`src/design/rth_pkg.sv`:
```
// Shared types and constants for the RGB to HSL converter.
package rth_pkg;

  localparam int unsigned COMP_W    = 8;   // one color component
  localparam int unsigned HUE_W     = 12;  // tenths of a degree
  localparam int unsigned PCT_W     = 10;  // tenths of a percent
  localparam int unsigned SUM_W     = COMP_W + 1;
  localparam int unsigned HNUM_W    = 21;  // 2N + d, N <= 3600 * 255
  localparam int unsigned SNUM_W    = 19;  // 2000 d + D
  localparam int unsigned DEN_W     = COMP_W + 1;
  localparam int unsigned QUO_W     = HUE_W;
  localparam int unsigned N_W       = 20;

  localparam logic [HUE_W-1:0] HUE_FULL  = 12'd3600;
  localparam logic [PCT_W-1:0] PCT_FULL  = 10'd1000;
  localparam logic [N_W-1:0]   SECT_STEP = 20'd600;   // 60 degrees in tenths
  localparam logic [N_W-1:0]   OFS_GREEN = 20'd1200;
  localparam logic [N_W-1:0]   OFS_BLUE  = 20'd2400;
  localparam logic [N_W-1:0]   OFS_WRAP  = 20'd3600;
  localparam logic [SNUM_W-1:0] SAT_SCALE = 19'd2000;
  localparam logic [SUM_W-1:0] SUM_FULL  = 9'd510;
  localparam logic [SUM_W-1:0] SUM_HALF  = 9'd255;

  // Lightness = floor((200 sum + 51) / 102), done as a reciprocal multiply.
  localparam int unsigned LNUM_W    = 17;
  localparam int unsigned LREC_W    = 18;
  localparam int unsigned LSHIFT    = 24;
  localparam logic [LNUM_W-1:0] L_SCALE = 17'd200;
  localparam logic [LNUM_W-1:0] L_BIAS  = 17'd51;
  localparam logic [LREC_W-1:0] L_RECIP = 18'd164483;  // ceil(2^24 / 102)

  typedef enum logic [1:0] {
    SEC_RED,
    SEC_GREEN,
    SEC_BLUE
  } sector_t;

  typedef struct packed {
    logic [COMP_W-1:0] red;
    logic [COMP_W-1:0] green;
    logic [COMP_W-1:0] blue;
  } pix_in_t;

  typedef struct packed {
    logic [HUE_W-1:0] hue;
    logic [PCT_W-1:0] saturation;
    logic [PCT_W-1:0] lightness;
  } pix_out_t;

  // Operands handed from the front end to the divider lanes.
  typedef struct packed {
    logic [HNUM_W-1:0] hue_num;
    logic [DEN_W-1:0]  hue_den;
    logic [SNUM_W-1:0] sat_num;
    logic [DEN_W-1:0]  sat_den;
    logic [PCT_W-1:0]  light;
    logic              grey;
    logic              sat_zero;
  } front_out_t;

endpackage

```
`src/design/rth_front.sv`:
```
// Front end: max/min/sector search, then numerators, denominators and lightness.
module rth_front
  import rth_pkg::*;
(
  input  logic       clk,
  input  logic       rst_n,
  input  logic       in_valid,
  input  pix_in_t    in_pix,
  output logic       out_valid,
  output front_out_t out_ops
);

  // Stage 1: extremes, sector and the signed difference inside the sector.
  logic [COMP_W-1:0] mx, mn, da, db;
  sector_t           sec;

  logic              v1_r;
  logic [COMP_W-1:0] d1_r, f1_r;
  logic [SUM_W-1:0]  sum1_r;
  sector_t           sec1_r;
  logic              neg1_r;

  always_comb begin
    mx = in_pix.red;
    if (in_pix.green > mx) mx = in_pix.green;
    if (in_pix.blue > mx) mx = in_pix.blue;
    mn = in_pix.red;
    if (in_pix.green < mn) mn = in_pix.green;
    if (in_pix.blue < mn) mn = in_pix.blue;

    // Ties go to red first, then green.
    if (mx == in_pix.red) begin
      sec = SEC_RED;
      da  = in_pix.green;
      db  = in_pix.blue;
    end else if (mx == in_pix.green) begin
      sec = SEC_GREEN;
      da  = in_pix.blue;
      db  = in_pix.red;
    end else begin
      sec = SEC_BLUE;
      da  = in_pix.red;
      db  = in_pix.green;
    end
  end

  always_ff @(posedge clk) begin
    if (!rst_n) begin
      v1_r <= 1'b0;
    end else begin
      v1_r <= in_valid;
    end
    d1_r   <= mx - mn;
    sum1_r <= SUM_W'(mx) + SUM_W'(mn);
    sec1_r <= sec;
    neg1_r <= da < db;
    f1_r   <= (da >= db) ? (da - db) : (db - da);
  end

  // Stage 2: operands for both dividers and the lightness product.
  logic [N_W-1:0]           base, step, n_val;
  logic [COMP_W-1:0]        dd;
  logic [LNUM_W-1:0]        lnum;
  logic [LNUM_W+LREC_W-1:0] lprod;
  front_out_t               ops_nxt;

  logic       v2_r;
  front_out_t ops2_r;

  always_comb begin
    step = N_W'(f1_r) * SECT_STEP;
    unique case (sec1_r)
      SEC_RED:   base = neg1_r ? N_W'(d1_r) * OFS_WRAP : '0;
      SEC_GREEN: base = N_W'(d1_r) * OFS_GREEN;
      SEC_BLUE:  base = N_W'(d1_r) * OFS_BLUE;
      default:   base = '0;
    endcase
    n_val = neg1_r ? (base - step) : (base + step);

    dd = (sum1_r <= SUM_HALF) ? sum1_r[COMP_W-1:0] : COMP_W'(SUM_FULL - sum1_r);

    lnum  = LNUM_W'(sum1_r) * L_SCALE + L_BIAS;
    lprod = (LNUM_W + LREC_W)'(lnum) * (LNUM_W + LREC_W)'(L_RECIP);

    ops_nxt.hue_num  = {n_val, 1'b0} + HNUM_W'(d1_r);
    ops_nxt.hue_den  = {d1_r, 1'b0};
    ops_nxt.sat_num  = SNUM_W'(d1_r) * SAT_SCALE + SNUM_W'(dd);
    ops_nxt.sat_den  = {dd, 1'b0};
    ops_nxt.light    = lprod[LSHIFT +: PCT_W];
    ops_nxt.grey     = d1_r == '0;
    ops_nxt.sat_zero = dd == '0;
  end

  always_ff @(posedge clk) begin
    if (!rst_n) begin
      v2_r <= 1'b0;
    end else begin
      v2_r <= v1_r;
    end
    ops2_r <= ops_nxt;
  end

  assign out_valid = v2_r;
  assign out_ops   = ops2_r;

endmodule

```
`src/design/rth_div.sv`:
```
// Pipelined restoring divider: one quotient bit per register stage.
module rth_div
  import rth_pkg::*;
#(
  parameter int unsigned NUM_W  = 21,
  parameter int unsigned DW     = 9,
  parameter int unsigned Q_W    = 12,
  parameter int unsigned SIDE_W = 1
) (
  input  logic              clk,
  input  logic              rst_n,
  input  logic              in_valid,
  input  logic [NUM_W-1:0]  in_num,
  input  logic [DW-1:0]     in_den,
  input  logic [SIDE_W-1:0] in_side,
  output logic              out_valid,
  output logic [Q_W-1:0]    out_quo,
  output logic [SIDE_W-1:0] out_side
);

  // The quotient must fit Q_W bits, so the numerator's top bits start below den.
  logic              v_r    [Q_W];
  logic [DW-1:0]     rem_r  [Q_W];
  logic [DW-1:0]     den_r  [Q_W];
  logic [Q_W-1:0]    lo_r   [Q_W];
  logic [Q_W-1:0]    q_r    [Q_W];
  logic [SIDE_W-1:0] side_r [Q_W];

  for (genvar i = 0; i < Q_W; i++) begin : g_stage
    logic              v_in;
    logic [DW-1:0]     rem_in, den_in;
    logic [Q_W-1:0]    lo_in, q_in;
    logic [SIDE_W-1:0] side_in;
    logic [DW:0]       trial;
    logic              take;

    if (i == 0) begin : g_first
      assign v_in    = in_valid;
      assign rem_in  = DW'(in_num[NUM_W-1:Q_W]);
      assign den_in  = in_den;
      assign lo_in   = in_num[Q_W-1:0];
      assign q_in    = '0;
      assign side_in = in_side;
    end else begin : g_next
      assign v_in    = v_r[i-1];
      assign rem_in  = rem_r[i-1];
      assign den_in  = den_r[i-1];
      assign lo_in   = lo_r[i-1];
      assign q_in    = q_r[i-1];
      assign side_in = side_r[i-1];
    end

    assign trial = {rem_in, lo_in[Q_W-1]};
    assign take  = trial >= {1'b0, den_in};

    always_ff @(posedge clk) begin
      if (!rst_n) begin
        v_r[i] <= 1'b0;
      end else begin
        v_r[i] <= v_in;
      end
      rem_r[i]  <= take ? DW'(trial - {1'b0, den_in}) : trial[DW-1:0];
      den_r[i]  <= den_in;
      lo_r[i]   <= lo_in << 1;
      q_r[i]    <= {q_in[Q_W-2:0], take};
      side_r[i] <= side_in;
    end
  end

  assign out_valid = v_r[Q_W-1];
  assign out_quo   = q_r[Q_W-1];
  assign out_side  = side_r[Q_W-1];

endmodule

```
`src/design/rgb_to_hsl_convert.sv`:
```
// Top level of the RGB to HSL converter: front end, two divider lanes, output register.
//
// Converts one 8-bit RGB pixel per beat into hue (tenths of a degree, 0..3599),
// saturation and lightness (tenths of a percent, 0..1000), all rounded to
// nearest with halves rounded up; grey pixels give hue 0, black and white give
// saturation 0, and ties for the largest component favor red, then green. A
// pixel is taken on any clock edge with start high; busy is never raised, so a
// new pixel may enter every cycle. Each result appears for exactly one cycle
// with out_valid high once its pixel has passed two front-end stages
// (extremes and sector, then the operands and the lightness reciprocal
// multiply), twelve stages of the bit-per-stage divider lanes that form hue
// and saturation, and one output register. Results come out in input order,
// and the receiver cannot hold them off.
module rgb_to_hsl_convert
  import rth_pkg::*;
(
  input  logic     clk,
  input  logic     rst_n,
  input  logic     start,
  output logic     busy,
  input  pix_in_t  in_pix,
  output logic     out_valid,
  output pix_out_t out_pix
);

  localparam int unsigned HSIDE_W = PCT_W + 1;

  logic       accept;
  logic       fr_valid;
  front_out_t fr_ops;

  logic               hd_valid, sd_valid;
  logic [QUO_W-1:0]   hd_quo, sd_quo;
  logic [HSIDE_W-1:0] hd_side;
  logic               sd_side;

  logic     out_valid_r;
  pix_out_t out_pix_r, out_pix_nxt;

  // The pipeline never stalls, so the input side is always open.
  assign busy   = 1'b0;
  assign accept = start && !busy;

  rth_front u_front (
    .clk       (clk),
    .rst_n     (rst_n),
    .in_valid  (accept),
    .in_pix    (in_pix),
    .out_valid (fr_valid),
    .out_ops   (fr_ops)
  );

  // Hue lane carries lightness and the grey flag alongside the quotient.
  rth_div #(
    .NUM_W  (HNUM_W),
    .DW     (DEN_W),
    .Q_W    (QUO_W),
    .SIDE_W (HSIDE_W)
  ) u_hue_div (
    .clk       (clk),
    .rst_n     (rst_n),
    .in_valid  (fr_valid),
    .in_num    (fr_ops.hue_num),
    .in_den    (fr_ops.hue_den),
    .in_side   ({fr_ops.light, fr_ops.grey}),
    .out_valid (hd_valid),
    .out_quo   (hd_quo),
    .out_side  (hd_side)
  );

  // Saturation lane; its divisor is zero for black and white, masked below.
  rth_div #(
    .NUM_W  (SNUM_W),
    .DW     (DEN_W),
    .Q_W    (QUO_W),
    .SIDE_W (1)
  ) u_sat_div (
    .clk       (clk),
    .rst_n     (rst_n),
    .in_valid  (fr_valid),
    .in_num    (fr_ops.sat_num),
    .in_den    (fr_ops.sat_den),
    .in_side   (fr_ops.sat_zero),
    .out_valid (sd_valid),
    .out_quo   (sd_quo),
    .out_side  (sd_side)
  );

  // Fold a rounded-up 360.0 back to 0, and drop hue/saturation for the special cases.
  always_comb begin
    if (hd_side[0]) begin
      out_pix_nxt.hue = '0;
    end else if (hd_quo >= HUE_FULL) begin
      out_pix_nxt.hue = hd_quo - HUE_FULL;
    end else begin
      out_pix_nxt.hue = hd_quo;
    end
    out_pix_nxt.saturation = sd_side ? '0 : sd_quo[PCT_W-1:0];
    out_pix_nxt.lightness  = hd_side[HSIDE_W-1:1];
  end

  always_ff @(posedge clk) begin
    if (!rst_n) begin
      out_valid_r <= 1'b0;
    end else begin
      out_valid_r <= hd_valid;
    end
    out_pix_r <= out_pix_nxt;
  end

  assign out_valid = out_valid_r;
  assign out_pix   = out_pix_r;

  // Both divider lanes must stay in lockstep.
  a_lanes_aligned: assert property (@(posedge clk) disable iff (!rst_n)
    hd_valid == sd_valid)
    else $error("hue and saturation lanes out of step");

  // Every result beat traces back to a pixel that was taken earlier.
  a_latency: assert property (@(posedge clk) disable iff (!rst_n)
    out_valid |-> $past(accept, 15))
    else $error("result beat without a matching input beat");

  // Delivered values stay in range.
  a_range: assert property (@(posedge clk) disable iff (!rst_n)
    out_valid |-> (out_pix.hue < HUE_FULL) && (out_pix.saturation <= PCT_FULL)
                  && (out_pix.lightness <= PCT_FULL))
    else $error("result out of range");

  // A saturation quotient only exceeds full scale (1000) if the lane slipped.
  a_sat_quo: assert property (@(posedge clk) disable iff (!rst_n)
    (sd_valid && !sd_side) |-> (sd_quo <= QUO_W'(PCT_FULL)))
    else $error("saturation quotient above full scale");

endmodule
```
`config.mk`:
```
export PLATFORM = sky130hd
export DESIGN_NAME = rgb_to_hsl_convert
export DESIGN_NICKNAME = d
export VERILOG_FILES = /design/src/design/rth_pkg.sv /design/src/design/rth_front.sv /design/src/design/rth_div.sv /design/src/design/rgb_to_hsl_convert.sv
export SDC_FILE = /design/constraint.sdc
export NUM_CORES = 2
export LEC_CHECK = 0
export ABC_AREA = 1
export CORE_MARGIN = 2
export CORE_UTILIZATION = 55
export CTS_CLUSTER_DIAMETER = 50
export DETAILED_ROUTE_END_ITERATION = 10
export DONT_BUFFER_PORTS = 1
export GPL_TIMING_DRIVEN = 0
export MAX_ROUTING_LAYER = met4
export PLACE_DENSITY = 0.69
export SYNTH_ARGS = -nofsm -noshare
export SYNTH_HDL_FRONTEND = slang
export SYNTH_HIERARCHICAL = 1
export SYNTH_SLANG_ARGS = --single-unit
```
`constraint.sdc`:
```
create_clock -name clk -period 15 [get_ports clk]
set_clock_uncertainty 0.15 [all_clocks]
set_input_delay 1.5 -clock clk [delete_from_list [all_inputs] [get_ports clk]]
set_output_delay 1.5 -clock clk [all_outputs]
set_load 0.02 [all_outputs]
```
==> results.py <==
metrics = {
    "routing": {
        "firstDrtPassIters": 5,
        "drt_iter0_markers": 1454,
        "vias_per_cell": 4.89,
        "drt.antenna.violating_nets": 0,
        "wl_per_cell_um": 13.1,
        "dr_total_vias": 35600,
        "drc": 0,
        "route.final.wire_length_mm": 95.1,
    },
    "finish": {
        "drive_gt1_frac": 0.0844,
        "nets": 6754,
        "insertedDiodeCount": 0,
        "syn2layout_area_growth_pct": 10.6,
    },
    "global_routing": {
        "antenna_found_initial": 0,
        "grt_pass1_vias": 34600,
        "grt_pass1_wl_mm": 162,
        "grtUsageTotal": 0.220,
        "grt_max_degree": 19,
        "grt_overflow": 0,
    },
    "floorplanning": {
        "rows": 108,
        "core_mm2": 0.0870,
        "io_pins": 61,
        "die_h_um": 301,
        "die_x_um": 301,
        "die-area_mm2": 0.0904,
        "start_util": 0.556,
    },
    "cts": {
        "cts_root_buf": "clkbuf_16",
        "cts_setup_buffers": 0,
        "cts.repair.resized": 0,
        "h-tree-depth": 3,
        "cts_buffers": 103,
        "clkTransAtPathRegs_ns": 0.06,
        "cts_sinks": 938,
        "clock_latency_ns": 0.67,
        "clock_path_buffers": 3,
        "cts_tree": "built",
        "cts_hold_buf": 0,
    },
    "critical_path": {
        "crit_fanout": 18,
        "cpPeakStageDelay_ns": 0.96,
        "arrival_ns": 8.73,
        "critical_path_required_ns": 15.40,
        "critical-path-top-delay-family": "adder cells",
        "critPathKind": "flop to flop",
        "start_kind": "flop",
        "crit_path_frequent_cell": "ha_1",
        "slowest_stage": "dfxtp_1",
        "crit_path_end_kind": "flop",
        "cp.buffers_inverters": 4,
    },
    "placement": {
        "dp_hpwl_mm": 75.1,
        "port_buffers": 0,
        "globalplace.congestion": 0.931,
    },
    "sta": {
        "rsz0062_at_grt": "no",
        "timing.fmax_ghz": 0.120,
        "tightest_slew_ns": 0.969,
        "finalMaxSlewViolations": 0,
        "tns_ns": 0,
        "setup_viol": 0,
        "period_share": 0.555,
        "slew_headroom": 0.353,
        "hold_viol_final": 0,
        "finalCriticalPeriod_ns": 8.33,
    },
    "status": {
        "status": "finished clean",
    },
    "synth": {
        "syn_area_mm2": 0.0484,
        "ys_warn_count": 6,
        "syn_area_per_cell_um2": 8.16,
        "synthCells": 5934,
    },
    "hold_path": {
        "hold_class": "flop to flop",
    },
    "flow_run": {
        "cap_violations": 0,
    },
}
-- path summary, 6_finish.rpt --
check	start	endpoint	slack (ns)	cells past startpoint
worst max register to register	u_front/sum1_r[0]$_DFF_P_	u_front/out_ops[11]$_DFF_P_	6.67	29
worst max-delay path	u_front/sum1_r[0]$_DFF_P_	u_front/out_ops[11]$_DFF_P_	6.67	29
worst min register to register	u_front/out_ops[1]$_DFF_P_	u_hue_div/side_r[0][0]$_DFF_P_	0.15	0
worst min-delay path	u_front/out_ops[1]$_DFF_P_	u_hue_div/side_r[0][0]$_DFF_P_	0.15	0
-- registers in the layout, summed over array words and instances (netlist names), 66 cells and up --
signal	flops
u_hue_div/side_r	132
u_hue_div/lo_r	66
u_hue_div/rem_r	99
u_sat_div/den_r	99
u_hue_div/q_r	78
u_sat_div/lo_r	66
u_hue_div/den_r	99
u_sat_div/rem_r	99
-- per-stage QoR --
step           utilization  instances  area, um^2  hold WS, ns  setup slack [ns]
6_report             0.615       7280       53500        0.151              6.67
5_1_grt              0.615       7280       53500        0.151              6.04
4_1_cts              0.615       7280       53500        0.152              6.68
3_5_place_dp         0.573       7090       49900        0.162              6.71
3_3_place_gp         0.573       7090       49900        0.159              6.71
2_1_floorplan            -       5935       48400        0.160              7.88
-- worst register-to-register path: cells and delay by family, from the launching register on --
family                     cells  cell delay (ns)
buffers and inverters          4             0.31
xor gates and xnor gates       3             0.67
AOI/OAI and AO/OA              4             0.93
DFF                            1             0.96
and+or+nand+nor                8             1.20
adders and majority gates     10             4.00
-- cell type report --
| class | count | area (um^2) |
|---|---|---|
| Tap cell | 1155 | 1450 |
| Inverter | 1068 | 4010 |
| Clock buffer | 129 | 2890 |
| Multi-Input combinational cell | 3864 | 25200 |
| Fill cell | 7659 | 33500 |
| Sequential cell | 938 | 18800 |
| Buffer | 65 | 444 |
| Clock inverter | 61 | 793 |
-- metal layers --
metal  wire [um]  track usage  share of wire  vias up
li1            -            -              -    18900
met1       43500        0.269           0.46    16000
met2       45300        0.375           0.48      574
met3        4010       0.0323          0.042      155
met4        2260       0.0653          0.024        0
met5           0            -              0        -
-- cell usage in the layout (no fill, tap or decap), drive strengths merged, types with 11 or more instances in the layout --
cell,count
fa,99
dfxtp,938
clkbuf,139
nor2,238
nand3,588
o21ai,65
nand4,62
or2,14
clkinv,27
ha,588
o211ai,11
xnor2,49
nor3,43
xor2,152
o21bai,12
a21o,12
a21oi,217
nand3b,19
buf,55
inv,1084
nand2,1627
Power is left out: the tool's default activity adds up to more than one toggle a clock period on the data nets, which glitch-free logic cannot reach.
